--- config.mk ---
export PLATFORM = sky130hd
export DESIGN_NAME = rolling_volatility_breaker_top
export DESIGN_NICKNAME = d
export VERILOG_FILES = /design/src/rtl/rvb_pkg.sv /design/src/rtl/rvb_ram.sv /design/src/rtl/rvb_mul.sv /design/src/rtl/rolling_volatility_breaker_top.sv
export SDC_FILE = /design/constraint.sdc
export NUM_CORES = 2
export LEC_CHECK = 0
export ABC_CLOCK_PERIOD_IN_PS = 24800
export BUFFER_PORTS_ARGS = -buffer_cell sky130_fd_sc_hd__buf_4
export CAP_MARGIN = 20
export CORE_ASPECT_RATIO = 0.75
export CORE_MARGIN = 3
export CORE_UTILIZATION = 50
export DETAILED_ROUTE_END_ITERATION = 7
export GPL_ROUTABILITY_DRIVEN = 0
export MAX_ROUTING_LAYER = met4
export PLACE_DENSITY = 0.75
export SETUP_SLACK_MARGIN = 0.05
export SLEW_MARGIN = 20
export SYNTH_ARGS = -nofsm -noshare
export SYNTH_HDL_FRONTEND = slang
export SYNTH_SLANG_ARGS = --single-unit
--- constraint.sdc ---
create_clock -name aclk -period 24.8 [get_ports aclk]
set_input_delay 7.44 -clock aclk [delete_from_list [all_inputs] [get_ports aclk]]
set_output_delay 7.44 -clock aclk [all_outputs]
set_load 0.02 [all_outputs]
--- src/rtl/rvb_pkg.sv ---
`timescale 1ns / 1ps
`default_nettype none
// ----------------------------------------------------------------------------
// rvb_pkg
// shared types and constants of the rolling volatility breaker
// ----------------------------------------------------------------------------
package rvb_pkg;

    // width of one operand of the shared multiplier
    localparam int MUL_W = 32;

    // threshold register and its square
    localparam int THR_W = 16;
    localparam int T2_W  = 2 * THR_W;
    localparam logic [THR_W-1:0] THRESHOLD_RESET = 16'd1311;

    // scale of the variance side of the test (two q16 fractions)
    localparam int FRAC_SHIFT = 2 * THR_W;

    // fewest samples that give a nonzero variance
    localparam int MIN_COUNT = 2;

    // beat layout
    localparam int PRICE_FIELD_W = 24;
    localparam int HELD_W        = 4;
    localparam int OUT_DATA_W    = 8;

    // action codes carried on s_tuser
    localparam logic ACT_SAMPLE = 1'b0;
    localparam logic ACT_CLEAR  = 1'b1;

    typedef enum logic [3:0] {
        ST_IDLE,
        ST_OLD_SQ,
        ST_NEW_SQ,
        ST_SUM_SQ,
        ST_THR_SQ,
        ST_NSQ_LO,
        ST_NSQ_HI,
        ST_RHS_LO,
        ST_RHS_HI,
        ST_RHS_ADD,
        ST_DONE
    } state_t;

endpackage
`default_nettype wire

--- src/rtl/rvb_ram.sv ---
`timescale 1ns / 1ps
`default_nettype none
// ----------------------------------------------------------------------------
// rvb_ram
// generic single write port ram with registered read
// ----------------------------------------------------------------------------
module rvb_ram #(
    parameter int WIDTH = 24,
    parameter int DEPTH = 10
) (
    input  wire logic                     aclk,
    input  wire logic                     wr_en,
    input  wire logic [$clog2(DEPTH)-1:0] wr_addr,
    input  wire logic [WIDTH-1:0]         wr_data,
    input  wire logic [$clog2(DEPTH)-1:0] rd_addr,
    output logic      [WIDTH-1:0]         rd_data
);

    logic [WIDTH-1:0] mem_reg [DEPTH];

    always_ff @(posedge aclk) begin
        if (wr_en) begin
            mem_reg[wr_addr] <= wr_data;
        end
        rd_data <= mem_reg[rd_addr];
    end

endmodule
`default_nettype wire

--- src/rtl/rvb_mul.sv ---
`timescale 1ns / 1ps
`default_nettype none
// ----------------------------------------------------------------------------
// rvb_mul
// shared unsigned multiplier with a registered product
// ----------------------------------------------------------------------------
module rvb_mul (
    input  wire logic                         aclk,
    input  wire logic [rvb_pkg::MUL_W-1:0]    op_a,
    input  wire logic [rvb_pkg::MUL_W-1:0]    op_b,
    output logic      [2*rvb_pkg::MUL_W-1:0]  prod_reg
);

    always_ff @(posedge aclk) begin
        prod_reg <= op_a * op_b;
    end

endmodule
`default_nettype wire

--- src/rtl/rolling_volatility_breaker_top.sv ---
`timescale 1ns / 1ps
`default_nettype none
// ----------------------------------------------------------------------------
// rolling_volatility_breaker_top
// moving window coefficient of variation check with a latched halt
// ----------------------------------------------------------------------------
//  channel  | ports                     | payload
//  ---------+---------------------------+----------------------------------
//  input    | s_tvalid s_tready         | s_tdata: price, s_tuser: action
//  result   | m_tvalid m_tready         | m_tdata: alert, halted, held
//  config   | cfg_valid cfg_ready       | cfg_data: threshold_q16
//
//  a price beat steps through old_sq, new_sq, sum_sq, thr_sq, nsq_lo, nsq_hi,
//  rhs_lo, rhs_hi and rhs_add to done, where it loads the result register;
//  a clear beat goes from idle straight to done; the next beat is taken in
//  idle; the eight products go one after another through the single 32x32
//  multiplier, one issued per cycle, followed by the final add and compare steps
//  reset (aresetn low, synchronous) empties the window and the halt latch
//  and loads the threshold default; the price store itself is not cleared
//  a stalled result holds in the output register, the next beat is taken
//  meanwhile and its result waits in the last sequencer step
// ----------------------------------------------------------------------------
module rolling_volatility_breaker_top #(
    parameter int WINDOW_LEN = 10,
    parameter int PRICE_BITS = 24
) (
    input  wire logic                                 aclk,
    input  wire logic                                 aresetn,
    // input beats
    input  wire logic                                 s_tvalid,
    output logic                                      s_tready,
    input  wire logic [rvb_pkg::PRICE_FIELD_W-1:0]    s_tdata,   // [23:0] price
    input  wire logic                                 s_tuser,   // [0] action
    // result beats
    output logic                                      m_tvalid,
    input  wire logic                                 m_tready,
    output logic      [rvb_pkg::OUT_DATA_W-1:0]       m_tdata,   // [0] alert, [1] halted,
                                                                 // [5:2] samples_held, zero
    // threshold register
    input  wire logic                                 cfg_valid,
    output logic                                      cfg_ready,
    input  wire logic [rvb_pkg::THR_W-1:0]            cfg_data
);

    localparam int MUL_W  = rvb_pkg::MUL_W;
    localparam int SLOT_W = $clog2(WINDOW_LEN);
    localparam int CNT_W  = $clog2(WINDOW_LEN + 1);
    localparam int SUM_W  = PRICE_BITS + $clog2(WINDOW_LEN);
    localparam int SQ_W   = 2 * PRICE_BITS + $clog2(WINDOW_LEN);
    localparam int NSQ_W  = SQ_W + CNT_W;
    localparam int SQS_W  = 2 * SUM_W;
    localparam int RHS_W  = SQS_W + rvb_pkg::T2_W;
    localparam int CMP_W  = (NSQ_W > SQS_W) ? NSQ_W : SQS_W;

    // sequencer
    rvb_pkg::state_t state_reg, state_next;

    // window state
    logic [SLOT_W-1:0]        slot_reg;
    logic [CNT_W-1:0]         count_reg;
    logic [SUM_W-1:0]         sum_reg;
    logic [SQ_W-1:0]          sumsq_reg;
    logic                     halt_reg;
    logic [rvb_pkg::THR_W-1:0] thr_reg;

    // beat in flight
    logic                     action_reg;
    logic [PRICE_BITS-1:0]    price_reg;
    logic [PRICE_BITS-1:0]    old_reg;

    // intermediate terms
    logic [SQS_W-1:0]         sq_reg;      // sum squared
    logic [rvb_pkg::T2_W-1:0] t2_reg;      // threshold squared
    logic [NSQ_W-1:0]         acc_reg;     // n times sum of squares
    logic [NSQ_W-1:0]         var_reg;     // n*sumsq - sum^2
    logic [RHS_W-1:0]         rhs_reg;     // sum^2 * thr^2

    // result register
    logic                     m_tvalid_reg;
    logic                     alert_reg;
    logic [rvb_pkg::HELD_W-1:0] held_reg;

    // ram and multiplier hookup
    logic [PRICE_BITS-1:0]    ram_rdata;
    logic                     ram_we;
    logic [MUL_W-1:0]         mul_a;
    logic [MUL_W-1:0]         mul_b;
    logic [2*MUL_W-1:0]       mul_p;

    logic                     full;
    logic [PRICE_BITS-1:0]    old_src;
    logic                     out_free;
    logic                     load_out;
    logic                     over;
    logic [2*MUL_W-1:0]       sumsq_ext;
    logic [2*MUL_W-1:0]       sq_ext;

    assign full      = (count_reg == CNT_W'(WINDOW_LEN));
    assign old_src   = full ? ram_rdata : '0;
    assign out_free  = !m_tvalid_reg || m_tready;
    assign sumsq_ext = (2*MUL_W)'(sumsq_reg);
    assign sq_ext    = (2*MUL_W)'(sq_reg);

    // variance side is var * 2^32 with zero low bits, so only the upper
    // part of the threshold side matters
    assign over = (count_reg >= CNT_W'(rvb_pkg::MIN_COUNT)) &&
                  (CMP_W'(var_reg) > CMP_W'(rhs_reg[RHS_W-1:rvb_pkg::FRAC_SHIFT]));

    assign cfg_ready = 1'b1;
    assign m_tvalid  = m_tvalid_reg;
    assign m_tdata   = rvb_pkg::OUT_DATA_W'({held_reg, halt_reg, alert_reg});

    // price store, read at the slot about to be overwritten
    rvb_ram #(
        .WIDTH (PRICE_BITS),
        .DEPTH (WINDOW_LEN)
    ) u_window (
        .aclk    (aclk),
        .wr_en   (ram_we),
        .wr_addr (slot_reg),
        .wr_data (price_reg),
        .rd_addr (slot_reg),
        .rd_data (ram_rdata)
    );

    rvb_mul u_mul (
        .aclk     (aclk),
        .op_a     (mul_a),
        .op_b     (mul_b),
        .prod_reg (mul_p)
    );

    // next state
    always_comb begin
        state_next = state_reg;
        case (state_reg)
            rvb_pkg::ST_IDLE: begin
                if (s_tvalid) begin
                    state_next = (s_tuser == rvb_pkg::ACT_CLEAR) ? rvb_pkg::ST_DONE
                                                                 : rvb_pkg::ST_OLD_SQ;
                end
            end
            rvb_pkg::ST_OLD_SQ:  state_next = rvb_pkg::ST_NEW_SQ;
            rvb_pkg::ST_NEW_SQ:  state_next = rvb_pkg::ST_SUM_SQ;
            rvb_pkg::ST_SUM_SQ:  state_next = rvb_pkg::ST_THR_SQ;
            rvb_pkg::ST_THR_SQ:  state_next = rvb_pkg::ST_NSQ_LO;
            rvb_pkg::ST_NSQ_LO:  state_next = rvb_pkg::ST_NSQ_HI;
            rvb_pkg::ST_NSQ_HI:  state_next = rvb_pkg::ST_RHS_LO;
            rvb_pkg::ST_RHS_LO:  state_next = rvb_pkg::ST_RHS_HI;
            rvb_pkg::ST_RHS_HI:  state_next = rvb_pkg::ST_RHS_ADD;
            rvb_pkg::ST_RHS_ADD: state_next = rvb_pkg::ST_DONE;
            rvb_pkg::ST_DONE: begin
                if (out_free) begin
                    state_next = rvb_pkg::ST_IDLE;
                end
            end
            default: state_next = rvb_pkg::ST_IDLE;
        endcase
    end

    // sequencer outputs: handshake, ram write and multiplier operands
    always_comb begin
        s_tready = 1'b0;
        ram_we   = 1'b0;
        load_out = 1'b0;
        mul_a    = '0;
        mul_b    = '0;
        case (state_reg)
            rvb_pkg::ST_IDLE: begin
                s_tready = 1'b1;
            end
            rvb_pkg::ST_OLD_SQ: begin
                mul_a = MUL_W'(old_src);
                mul_b = MUL_W'(old_src);
            end
            rvb_pkg::ST_NEW_SQ: begin
                ram_we = 1'b1;
                mul_a  = MUL_W'(price_reg);
                mul_b  = MUL_W'(price_reg);
            end
            rvb_pkg::ST_SUM_SQ: begin
                mul_a = MUL_W'(sum_reg);
                mul_b = MUL_W'(sum_reg);
            end
            rvb_pkg::ST_THR_SQ: begin
                mul_a = MUL_W'(thr_reg);
                mul_b = MUL_W'(thr_reg);
            end
            rvb_pkg::ST_NSQ_LO: begin
                mul_a = MUL_W'(count_reg);
                mul_b = sumsq_ext[MUL_W-1:0];
            end
            rvb_pkg::ST_NSQ_HI: begin
                mul_a = MUL_W'(count_reg);
                mul_b = sumsq_ext[2*MUL_W-1:MUL_W];
            end
            rvb_pkg::ST_RHS_LO: begin
                mul_a = sq_ext[MUL_W-1:0];
                mul_b = MUL_W'(t2_reg);
            end
            rvb_pkg::ST_RHS_HI: begin
                mul_a = sq_ext[2*MUL_W-1:MUL_W];
                mul_b = MUL_W'(t2_reg);
            end
            rvb_pkg::ST_RHS_ADD: begin
                mul_a = '0;
            end
            rvb_pkg::ST_DONE: begin
                load_out = out_free;
            end
            default: begin
                s_tready = 1'b0;
            end
        endcase
    end

    // control state
    always_ff @(posedge aclk) begin
        if (!aresetn) begin
            state_reg    <= rvb_pkg::ST_IDLE;
            slot_reg     <= '0;
            count_reg    <= '0;
            sum_reg      <= '0;
            sumsq_reg    <= '0;
            halt_reg     <= 1'b0;
            thr_reg      <= rvb_pkg::THRESHOLD_RESET;
            m_tvalid_reg <= 1'b0;
        end else begin
            state_reg <= state_next;

            if (cfg_valid && cfg_ready) begin
                thr_reg <= cfg_data;
            end

            if (state_reg == rvb_pkg::ST_NEW_SQ) begin
                // oldest sample leaves, new one enters the sum and the store; its square is added in ST_SUM_SQ
                sumsq_reg <= sumsq_reg - SQ_W'(mul_p);
                sum_reg   <= sum_reg - SUM_W'(old_reg) + SUM_W'(price_reg);
                slot_reg  <= (slot_reg == SLOT_W'(WINDOW_LEN - 1)) ? '0 : slot_reg + 1'b1;
                if (!full) begin
                    count_reg <= count_reg + 1'b1;
                end
            end

            if (state_reg == rvb_pkg::ST_SUM_SQ) begin
                sumsq_reg <= sumsq_reg + SQ_W'(mul_p);
            end

            if (load_out) begin
                m_tvalid_reg <= 1'b1;
                if (action_reg == rvb_pkg::ACT_CLEAR) begin
                    halt_reg <= 1'b0;
                end else if (over) begin
                    halt_reg <= 1'b1;
                end
            end else if (m_tready) begin
                m_tvalid_reg <= 1'b0;
            end
        end
    end

    // datapath, no reset
    always_ff @(posedge aclk) begin
        if (s_tvalid && s_tready) begin
            action_reg <= s_tuser;
            price_reg  <= s_tdata[PRICE_BITS-1:0];
        end
        case (state_reg)
            rvb_pkg::ST_OLD_SQ:  old_reg <= old_src;
            rvb_pkg::ST_THR_SQ:  sq_reg  <= SQS_W'(mul_p);
            rvb_pkg::ST_NSQ_LO:  t2_reg  <= rvb_pkg::T2_W'(mul_p);
            rvb_pkg::ST_NSQ_HI:  acc_reg <= NSQ_W'(mul_p);
            rvb_pkg::ST_RHS_LO:  acc_reg <= acc_reg + NSQ_W'({mul_p, {MUL_W{1'b0}}});
            rvb_pkg::ST_RHS_HI: begin
                rhs_reg <= RHS_W'(mul_p);
                var_reg <= acc_reg - NSQ_W'(sq_reg);
            end
            rvb_pkg::ST_RHS_ADD: rhs_reg <= rhs_reg + RHS_W'({mul_p, {MUL_W{1'b0}}});
            default: begin
                old_reg <= old_reg;
            end
        endcase
        if (load_out) begin
            alert_reg <= (action_reg == rvb_pkg::ACT_SAMPLE) && over;
            held_reg  <= rvb_pkg::HELD_W'(count_reg);
        end
    end

    // ------------------------------------------------------------------------
    // checks
    // ------------------------------------------------------------------------

    // until the window fills, the write slot tracks the sample count
    assert property (@(posedge aclk) disable iff (!aresetn)
        (count_reg != CNT_W'(WINDOW_LEN)) |-> (CNT_W'(slot_reg) == count_reg))
        else $error("write slot out of step with sample count");

    // an empty window carries empty sums
    assert property (@(posedge aclk) disable iff (!aresetn)
        (count_reg == '0) |-> (sum_reg == '0 && sumsq_reg == '0))
        else $error("sums nonzero with no samples held");

    // the halt latch only sets together with an alert beat
    assert property (@(posedge aclk) disable iff (!aresetn)
        $rose(halt_reg) |-> (m_tvalid_reg && alert_reg))
        else $error("halt latched without an alert");

    // no new input beat while a finished result is still held in the sequencer
    assert property (@(posedge aclk) disable iff (!aresetn)
        (state_reg == rvb_pkg::ST_DONE && !out_free) |=> !s_tready)
        else $error("input taken while result is stalled");

endmodule
`default_nettype wire

==> results_dict.tcl <==
set metrics [dict create \
    wl_mm 236.8 \
    drv_slew 0 \
    first_global_vias 58270 \
    powerDensity_nw_per_um2 76.71 \
    die_area_um2 151600 \
    slowest_stage "a2111oi_0" \
    chipWidth_um 448.5 \
    critPathMaxFanout 44 \
    synthCells 7602 \
    mostFrequentLayoutCell "inv_1" \
    syn_to_final_growth_pct 7.488 \
    critical_path.max_stage_delay_ps 900 \
    clock.fmax_ghz 0.08839 \
    worstPathArrival_ps 11860 \
    layout_common_cells "1202 x inv_1, 957 x nand2_1, 924 x fa_1" \
    crit_required_ps 25340 \
    yosys_warnings 0 \
    rsz0062_at_grt "no" \
    final.setup_skew_ps 29.38 \
    crit_top_cell "fa_1" \
    start_kind "flip-flop" \
    largest_reg_flops 240 \
    dp_hpwl_mm 180.3 \
    ctsResizeCount 0 \
    track_usage_pct 32.21 \
    core_area_um2 145500 \
    fin_crit_ps 11310 \
    p_total_mw 6.055 \
    hold_class "flip-flop to flip-flop" \
    syn_area_um2 73440 \
    grt_max_degree 88 \
    drc 4 \
    wire_per_inst_um 24.71 \
    post-route-period-util_pct 45.62 \
    synthDistinctLibCells 100 \
    maxCapViolations 0 \
    synthArstFlopShare_pct 0 \
    postCtsSetupBuffers 0 \
    path_delay_family "adder cells" \
    tns_ps 0 \
    first_pass_iters 8 \
    path_buf_inv 6 \
    io_buffers 53 \
    wl_met3_mm 40.02 \
    start_util_pct 50.48 \
    grt_overflow 0 \
    nNetsFinal 9054 \
    antenna_found_initial 10 \
    violations "design-rule violations" \
    crit_path_end_kind "flip-flop" \
    ios 57 \
    routed.top_layer "met4" \
    finalHoldViolCount 0 \
    final_area_um2 78940 \
    met1Wirelength_mm 90.60 \
    dpl-instance-area_um2 76500 \
    synth_enable_flop_cells 550 \
    ys.flop_type "edfxtp_1" \
    cts.sinks 748 \
    num_rows 121 \
    pre_cts_slack_ps 14060 \
    slew_headroom_pct 10.09 \
    cts.clk_slew.worst_paths_ps 70 \
    ys_ff_latch 748 \
    setup_slack_ps 13490 \
    power.leakage_nw 35.56 \
    utilization_pct 54.26 \
    drive_above_1_share_pct 6.310 \
    seq_area_frac_synth_pct 27.89 \
    drtAntennaViolNets 0 \
    met2_length_mm 93.90 \
    root_buffer "clkbuf_16" \
    cts.hold.buffers_added 0 \
    first_iter_violations 8471 \
    grt_pass1_wl_mm 358.8 \
    tightest_slew_ps 1349 \
    die_height_um 337.9 \
    ir_worst_vdd_mv 0.07966 \
    clk_latency_ps 680 \
    viasPerCell 6.106 \
    cts_buffers 70 \
    setup_violations 0 \
    clk_path_buf_depth 3 \
    via_count 58530 \
    path_class "flip-flop to flip-flop" \
    h-tree-depth 3 \
    status "complete, but fails checks" \
    syn_avg_cell_area_um2 9.661 \
    cts_tree "built" \
]
[synth_stat cells (10+ instances only)]
library cell | instances | share of area [%]
nor3_1 | 54 | 0.37
xnor2_1 | 175 | 2.1
mux4_2 | 48 | 1.5
and4_1 | 11 | 0.13
xor2_1 | 108 | 1.3
a21oi_1 | 378 | 2.6
nor2_1 | 712 | 3.6
or2_2 | 11 | 0.094
clkbuf_1 | 315 | 1.6
a31oi_1 | 27 | 0.23
fa_1 | 924 | 25
and3_1 | 50 | 0.43
buf_1 | 20 | 0.10
nor2b_1 | 71 | 0.60
a221o_1 | 28 | 0.38
nand2b_1 | 45 | 0.38
a222oi_1 | 20 | 0.27
a211oi_1 | 54 | 0.55
o21a_1 | 32 | 0.33
nand4_1 | 71 | 0.60
o21ai_0 | 206 | 1.4
and2_1 | 69 | 0.59
inv_1 | 1202 | 6.1
or3_1 | 17 | 0.14
o21ai_1 | 11 | 0.075
a21boi_0 | 17 | 0.17
nor4_1 | 10 | 0.085
nand3_1 | 94 | 0.64
dfxtp_1 | 198 | 5.4
ha_1 | 534 | 9.1
o21bai_1 | 35 | 0.36
a22oi_1 | 35 | 0.36
o31ai_1 | 31 | 0.32
nand3b_1 | 11 | 0.11
mux2i_1 | 46 | 0.63
a21o_1 | 213 | 2.2
o211ai_1 | 23 | 0.24
nand2_1 | 960 | 4.9
edfxtp_1 | 550 | 22
a221oi_1 | 30 | 0.36
[kinds of logic (layout without fill, tap and decap cells)]
group           Yosys count  in the layout  synth area share [%]
xor+xnor                284            284                 3.397
buf+inv                1547           1551                 7.939
compound gates         1238           1238                 11.06
simple gates           2230           2230                 13.31
other cells               2             14               0.01023
fa+ha+maj              1458           1458                 34.28
mux                      95             95                 2.114
flops                   748            748                 27.89
[worst paths after layout]
path                start                  to  slack, ps  cells after the start
max          state_reg[3]  u_mul.prod_reg[60]      13490                     32
max reg2reg  state_reg[3]  u_mul.prod_reg[60]      13490                     32
min            sum_reg[5]          sum_reg[5]        470                      2
min reg2reg    sum_reg[5]          sum_reg[5]        470                      2
[routing by layer]
metal	vias up	track usage (%)
met5	-	-
met4	0	13.53
met3	689	12.58
met2	4125	43.17
met1	28840	43.22
li1	24880	-
[worst register-to-register path: cells and delay by family, from the launching register on]
kind                       cells  cell delay (ps)
adders and majority gates      9             4400
xor gates and xnor gates       1              110
DFF                            1              690
buffers and inverters          6             1660
AOI/OAI and AO/OA              7             2580
and+or+nand+nor                9             1750
[metrics by stage]
step	cells	hold WS (ps)
after global placement	9442	438.2
after CTS	9573	471.1
after floorplan	7603	431.9
final	9586	474.9
after global routing	9579	488.7
after detailed placement	9444	461.6
[report_power, final]
group          internal [mW]  switching (mW)  leakage [nW]  total [mW]
registers               1.51           0.218          6.66        1.73
logic                   1.16            2.01          27.7        3.17
clock network          0.641           0.509          1.16        1.15
total                   3.31            2.74          35.6        6.06
[final cells by class]
class | count | area (µm²)
antenna | 11 | 27.53
clock buffer | 89 | 1886
clock inverter | 40 | 493.0
fill | 12360 | 66550
inverter | 1203 | 4516
multi-input combinational | 5308 | 47410
sequential | 748 | 20490
tap | 1968 | 2462
timing repair buffer | 219 | 1659
Note: power is estimated with default switching activity, not from simulation.
